**src/rtl/pfi_pkg.sv**
```systemverilog
// pfi_pkg: shared constants, codes, types and helpers of the particle force integrator.
// No dependencies; used by every module in rtl/ except pfi_checker.
package pfi_pkg;

  // fixed point format
  localparam int FRAC_BITS  = 16;
  localparam int DAMP_FRAC  = 16;
  localparam logic [15:0] DAMP_RESET = 16'd328;
  localparam int WORD_W     = 32;
  // quotient width of the divider: quotients never exceed 2^FRAC_BITS
  localparam int QUO_W      = FRAC_BITS + 1;
  // dividend width: a 32-bit value shifted up by FRAC_BITS
  localparam int NUM_W      = WORD_W + FRAC_BITS;
  localparam int SQRT_STEPS = WORD_W;

  // request commands
  localparam logic [2:0] CMD_CLEAR = 3'd0;
  localparam logic [2:0] CMD_FORCE = 3'd1;
  localparam logic [2:0] CMD_DAMP  = 3'd2;
  localparam logic [2:0] CMD_REPEL = 3'd3;
  localparam logic [2:0] CMD_INTEG = 3'd4;
  localparam logic [2:0] CMD_LOAD  = 3'd5;

  // datapath operations issued by the controller
  localparam logic [4:0] OP_NONE     = 5'd0;
  localparam logic [4:0] OP_CAPTURE  = 5'd1;
  localparam logic [4:0] OP_EXEC     = 5'd2;
  localparam logic [4:0] OP_DAMP_MUL = 5'd3;
  localparam logic [4:0] OP_DAMP_ADD = 5'd4;
  localparam logic [4:0] OP_VEL      = 5'd5;
  localparam logic [4:0] OP_POS      = 5'd6;
  localparam logic [4:0] OP_DIFF     = 5'd7;
  localparam logic [4:0] OP_SQ       = 5'd8;
  localparam logic [4:0] OP_SQRT_GO  = 5'd9;
  localparam logic [4:0] OP_CHK      = 5'd10;
  localparam logic [4:0] OP_PCT_LAT  = 5'd11;
  localparam logic [4:0] OP_DIV_UX   = 5'd12;
  localparam logic [4:0] OP_UX_LAT   = 5'd13;
  localparam logic [4:0] OP_DIV_UY   = 5'd14;
  localparam logic [4:0] OP_UY_LAT   = 5'd15;
  localparam logic [4:0] OP_M1       = 5'd16;
  localparam logic [4:0] OP_M2       = 5'd17;
  localparam logic [4:0] OP_FSAT     = 5'd18;
  localparam logic [4:0] OP_FADD     = 5'd19;
  localparam logic [4:0] OP_OUT      = 5'd20;

  typedef struct packed {
    logic        ovf;
    logic [31:0] val;
  } sat_t;

  // datapath status seen by the controller
  typedef struct packed {
    logic sqrt_busy;
    logic div_busy;
    logic skip;
    logic rad_pos;
  } dp_stat_t;

  // clamp a 34-bit signed sum to 32 bits
  function automatic sat_t sat34(input logic signed [33:0] v);
    sat_t r;
    if (v[33:31] != {3{v[33]}}) begin
      r.ovf = 1'b1;
      r.val = v[33] ? 32'h8000_0000 : 32'h7fff_ffff;
    end else begin
      r.ovf = 1'b0;
      r.val = v[31:0];
    end
    return r;
  endfunction

  // magnitude of a signed word, as unsigned
  function automatic logic [31:0] mag32(input logic signed [31:0] v);
    logic [31:0] r;
    r = v[31] ? (~v + 32'd1) : v;
    return r;
  endfunction

  function automatic logic signed [33:0] ext34(input logic [31:0] v);
    logic signed [33:0] r;
    r = {{2{v[31]}}, v};
    return r;
  endfunction

endpackage

```
**src/rtl/pfi_ctrl.sv**
```systemverilog
// pfi_ctrl: sequencer that accepts a request, steps the datapath and hands off the result.
// Depends on pfi_pkg.
module pfi_ctrl (
  input  logic              clk,
  input  logic              rst_n,
  input  logic              in_valid,
  output logic              in_ready,
  input  logic [2:0]        in_command,
  output logic              out_valid,
  input  logic              out_ready,
  input  pfi_pkg::dp_stat_t stat,
  output logic [4:0]        op
);

  localparam logic [4:0] S_IDLE = 5'd0;
  localparam logic [4:0] S_EXEC = 5'd1;
  localparam logic [4:0] S_DMUL = 5'd2;
  localparam logic [4:0] S_DADD = 5'd3;
  localparam logic [4:0] S_VEL  = 5'd4;
  localparam logic [4:0] S_POS  = 5'd5;
  localparam logic [4:0] S_DIFF = 5'd6;
  localparam logic [4:0] S_SQ   = 5'd7;
  localparam logic [4:0] S_SQS  = 5'd8;
  localparam logic [4:0] S_SQW  = 5'd9;
  localparam logic [4:0] S_CHK  = 5'd10;
  localparam logic [4:0] S_PCW  = 5'd11;
  localparam logic [4:0] S_UXS  = 5'd12;
  localparam logic [4:0] S_UXW  = 5'd13;
  localparam logic [4:0] S_UYS  = 5'd14;
  localparam logic [4:0] S_UYW  = 5'd15;
  localparam logic [4:0] S_M1   = 5'd16;
  localparam logic [4:0] S_M2   = 5'd17;
  localparam logic [4:0] S_FSAT = 5'd18;
  localparam logic [4:0] S_FADD = 5'd19;
  localparam logic [4:0] S_DONE = 5'd20;

  logic [4:0] state_r, state_nxt;
  logic       ovalid_r, ovalid_nxt;
  logic       can_load;

  assign in_ready  = (state_r == S_IDLE);
  assign out_valid = ovalid_r;
  assign can_load  = !ovalid_r || out_ready;

  // next state and datapath operation
  always_comb begin
    state_nxt  = state_r;
    op         = pfi_pkg::OP_NONE;
    ovalid_nxt = ovalid_r && !out_ready;
    case (state_r)
      S_IDLE: begin
        if (in_valid) begin
          op = pfi_pkg::OP_CAPTURE;
          case (in_command)
            pfi_pkg::CMD_DAMP:  state_nxt = S_DMUL;
            pfi_pkg::CMD_REPEL: state_nxt = S_DIFF;
            pfi_pkg::CMD_INTEG: state_nxt = S_VEL;
            default:            state_nxt = S_EXEC;
          endcase
        end
      end
      S_EXEC: begin op = pfi_pkg::OP_EXEC;     state_nxt = S_DONE; end
      S_DMUL: begin op = pfi_pkg::OP_DAMP_MUL; state_nxt = S_DADD; end
      S_DADD: begin op = pfi_pkg::OP_DAMP_ADD; state_nxt = S_DONE; end
      S_VEL:  begin op = pfi_pkg::OP_VEL;      state_nxt = S_POS;  end
      S_POS:  begin op = pfi_pkg::OP_POS;      state_nxt = S_DONE; end
      S_DIFF: begin op = pfi_pkg::OP_DIFF;     state_nxt = S_SQ;   end
      S_SQ:   begin op = pfi_pkg::OP_SQ;       state_nxt = S_SQS;  end
      S_SQS:  begin op = pfi_pkg::OP_SQRT_GO;  state_nxt = S_SQW;  end
      S_SQW: begin
        if (!stat.sqrt_busy) state_nxt = S_CHK;
      end
      // out of reach or zero distance ends the request here
      S_CHK: begin
        op = pfi_pkg::OP_CHK;
        if (stat.skip)         state_nxt = S_DONE;
        else if (stat.rad_pos) state_nxt = S_PCW;
        else                   state_nxt = S_UXS;
      end
      S_PCW: begin
        if (!stat.div_busy) begin
          op        = pfi_pkg::OP_PCT_LAT;
          state_nxt = S_UXS;
        end
      end
      S_UXS: begin op = pfi_pkg::OP_DIV_UX; state_nxt = S_UXW; end
      S_UXW: begin
        if (!stat.div_busy) begin
          op        = pfi_pkg::OP_UX_LAT;
          state_nxt = S_UYS;
        end
      end
      S_UYS: begin op = pfi_pkg::OP_DIV_UY; state_nxt = S_UYW; end
      S_UYW: begin
        if (!stat.div_busy) begin
          op        = pfi_pkg::OP_UY_LAT;
          state_nxt = S_M1;
        end
      end
      S_M1:   begin op = pfi_pkg::OP_M1;   state_nxt = S_M2;   end
      S_M2:   begin op = pfi_pkg::OP_M2;   state_nxt = S_FSAT; end
      S_FSAT: begin op = pfi_pkg::OP_FSAT; state_nxt = S_FADD; end
      S_FADD: begin op = pfi_pkg::OP_FADD; state_nxt = S_DONE; end
      // hand the state to the result register once it is free
      S_DONE: begin
        if (can_load) begin
          op         = pfi_pkg::OP_OUT;
          ovalid_nxt = 1'b1;
          state_nxt  = S_IDLE;
        end
      end
      default: state_nxt = S_IDLE;
    endcase
  end

  always_ff @(posedge clk) begin
    if (!rst_n) begin
      state_r  <= S_IDLE;
      ovalid_r <= 1'b0;
    end else begin
      state_r  <= state_nxt;
      ovalid_r <= ovalid_nxt;
    end
  end

endmodule

```
**config.mk**
```make
export PLATFORM = sky130hd
export DESIGN_NAME = pfi_ctrl
export DESIGN_NICKNAME = d
export VERILOG_FILES = /design/src/rtl/pfi_pkg.sv /design/src/rtl/pfi_ctrl.sv
export SDC_FILE = /design/constraint.sdc
export NUM_CORES = 1
export LEC_CHECK = 0
export BUFFER_PORTS_ARGS = -buffer_cell sky130_fd_sc_hd__buf_4
export CAP_MARGIN = 30
export CELL_PAD_IN_SITES_DETAIL_PLACEMENT = 1
export CELL_PAD_IN_SITES_GLOBAL_PLACEMENT = 1
export CORE_MARGIN = 1
export CORE_UTILIZATION = 36
export CTS_BUF_LIST = sky130_fd_sc_hd__clkbuf_4 sky130_fd_sc_hd__clkbuf_8 sky130_fd_sc_hd__clkbuf_16
export CTS_CLUSTER_DIAMETER = 120
export CTS_CLUSTER_SIZE = 28
export DETAILED_ROUTE_END_ITERATION = 10
export PLACE_DENSITY = 0.78
export SLEW_MARGIN = 20
export SYNTH_ARGS = -nofsm -noshare
export SYNTH_HDL_FRONTEND = slang
export SYNTH_SLANG_ARGS = --single-unit
```
**constraint.sdc**
```tcl
create_clock -name clk -period 4.92 [get_ports clk]
set_input_delay 0.984 -clock clk [delete_from_list [all_inputs] [get_ports clk]]
set_output_delay 0.984 -clock clk [all_outputs]
set_load 0.005 [all_outputs]
```
==> results.yml <==
run_status:
  status: "finished, final reports clean"
power:
  power.switching_uw: 244.7
  clock_power_share_pct: 10.4
  intPower_uw: 245.8
  power.total_uw: 490.5
  ir_drop_mv: 0.2246
  comb_power_share_pct: 59.6
  p_seq_share_pct: 30.0
  p_leak_uw: 0.0003613
  swShare_pct: 49.89
  powerDensity_mw_per_mm2: 552.9
synth:
  synth.area.top_cells: "dfxtp_1 16%, a21oi_1 6.6%, nor2_1 5.4%"
  ys.flop_type: "dfxtp_1"
  yosys.area_share.simple_pct: 39.60
  synth_top_family_by_area: "simple AND/OR/NAND/NOR gates"
  synth_fa_ha_area_share_pct: 0
  synth_xor_area_share_pct: 0
  synth_warnings: 0
  synthCells: 110
  yosysMostFrequentCell: "nor2_1"
  synth_area_sq_um: 758.2
  synth_compound_area_share_pct: 35.31
  synth_seq_cells: 6
  synth_top_area_share_pct: 15.84
  synth_mux_area_share_pct: 0
  seq_area_frac_synth_pct: 15.84
  async_flop_share_pct: 0
  synth_cell_type_count: 45
  syn_avg_cell_area_sq_um: 6.893
  synth-edff-count: 0
  syn-num-nets: 121
  yosys.area.top_type: "dfxtp_1"
  yosys-top-cells-count: "11 x nor2_1, 10 x a21oi_1, 7 x o21ai_0, 6 x dfxtp_1, 6 x nand2_1"
global_routing:
  gr-total-overflow: 0
  antenna_found_initial: 0
  grt_pass1_vias: 797
  grt_first_pass_wirelength_microns: 3795
  track_usage_pct: 23.52
  grt_max_degree: 25
detailed_routing:
  drt-pass1-iter-count: 4
  wl_met3_microns: 74
  route.vias.total: 903
  drcViolationCount: 0
  postRouteAntennaNets: 0
  wl_met2_microns: 1209
  drt_iter0_drc: 24
  top_layer: "met4"
  vias_per_cell: 6.143
  met1_length_microns: 1106
  wl_per_cell_microns: 16.39
  routed_wl_microns: 2409
setup_path:
  path_cells: "nor2_1 -> a21o_1 -> a22o_1 -> a211o_1 -> buf_4"
  cp.depth: 5
  crit_type: "flop to output port"
  critPathArrivalTime_ps: 2170
  cp_slowest_cell: "dfxtp_1"
  rr_worst_depth: 4
  cp-end-kind: "output port"
  critPathBufInv: 1
  startpoint_type: "flop"
  cp_data_required_time_ps: 3940
  crit_path_max_fanout: 24
  cp_slowest_stage_delay_ps: 820
  path_delay_family: "flip-flops"
sta:
  clock_skew_ps: 16.76
  report.final.setup_viol: 0
  finalHoldViolCount: 0
  rsz0062_at_grt: "false"
  maxSlewViolCount: 0
  fin_crit_sh_pct: 64.07
  relSlewSlack_pct: 48.27
  fin_setup_tns_ps: 0
  fmax_mhz: 317.2
  worst_pin_slew_ps: 774.8
  finalCriticalPeriod_ps: 3152
die:
  core-area_sq_mm: 0.001962
  num_rows: 16
  die_area_sq_mm: 0.002294
  ioPinCount: 18
  initial_utilization_pct: 38.65
  dieHeight_microns: 47.90
  die_w_microns: 47.90
place:
  hpwlAfterDp_microns: 1738
  routabilityCongestion: 0.8165
  numPortBuffers: 17
finish:
  multiInputGateArea_sq_um: 568.0
  nFillCells: 288
  final_nets: 133
  diodes: 0
  final-seq-area_sq_um: 120.1
  area_growth_pct: 17.00
  drive_above_1_share_pct: 20.00
clocking:
  postCtsSetupRepairBufs: 0
  clkTransAtPathRegs_ps: 60
  post_cts_resize_count: 0
  cts_max_path_buffers: 2
  ctsHoldBuffers: 0
  tritoncts: "done"
  clock-sinks: 6
  clock_latency_ps: 270
  cts_buffers: 3
  clock-root-buffer: "clkbuf_4"
  cts_max_level: 1
min_path:
  holdPathStages: 2
  hold_path_class: "flop to flop"
job:
  cap_violations: 0
sequential cells by signal, indices dropped and copies added, names as in the netlist:
| register | count |
|---|---|
| state_r | 5 |
| out_valid | 1 |
cell families (layout without fill, tap and decap cells):
kind of cell           after synthesis  in the layout
AO/OA/AOI/OAI                       39             39
buffers and inverters               14             24
flip-flops                           6              6
AND/OR/NAND/NOR                     51             51
metal layers:
metal / GRT usage [%] / vias up
li1: - / 436
met1: 32.22 / 441
met2: 39.73 / 23
met3: 2.264 / 3
met4: 5.000 / 0
met5: 0 / -
layout make-up:
cell class | count | area share, %
multi-input cells | 90 | 64.03
repair buffers | 17 | 14.39
well taps | 27 | 3.808
clock buffers | 3 | 2.539
flip-flops and latches | 6 | 13.54
inverters | 4 | 1.693
tightest hold or removal path: stages (launching register included):
cell and delay, ps:
dfxtp_1 320, nand2b_1 100, a21oi_1 60
power groups by stage:
stage               registers [uW]  clock network (uW)  logic, uW
global route                   155                52.5        328
detailed placement             145                   0        294
CTS                            144                52.0        295
global placement               144                   0        288
floorplan                     75.2                   0        270
finish                         147                50.8        292
cell usage in the layout, fill, tap and decap left out, types with 4 or more instances in the layout:
cell / instances
buf_4: 17
nor2_1: 11
a21oi_1: 10
o21ai_0: 7
nand2_1: 6
dfxtp_1: 6
nand4_1: 5
nand3_1: 4
nand2b_1: 4
a31oi_1: 4
path summary, 6_finish.rpt:
kind | from | to | slack [ps]
hold / removal | out_valid | out_valid | 530
hold reg to reg | out_valid | out_valid | 530
setup reg to reg | state_r[3] | state_r[4] | 2900
setup / recovery | state_r[3] | op[0] | 1770
stage by stage:
| step | std cells | hold slack (ps) | instance area [sq um] | utilization [%] | setup WS, ps |
|---|---|---|---|---|---|
| final | 147 | 529.3 | 887.1 | 45.22 | 1768 |
| after global routing | 147 | 567.6 | 887.1 | 45.22 | 1663 |
| after CTS | 147 | 535.6 | 887.1 | 45.22 | 1776 |
| after detailed placement | 144 | 524.3 | 864.6 | 44.07 | 2019 |
| after global placement | 144 | 519.8 | 864.6 | 44.07 | 2042 |
| after floorplan | 110 | 492.1 | 758.2 | - | 2324 |
No activity file was read; power rests on OpenSTA's default activity.
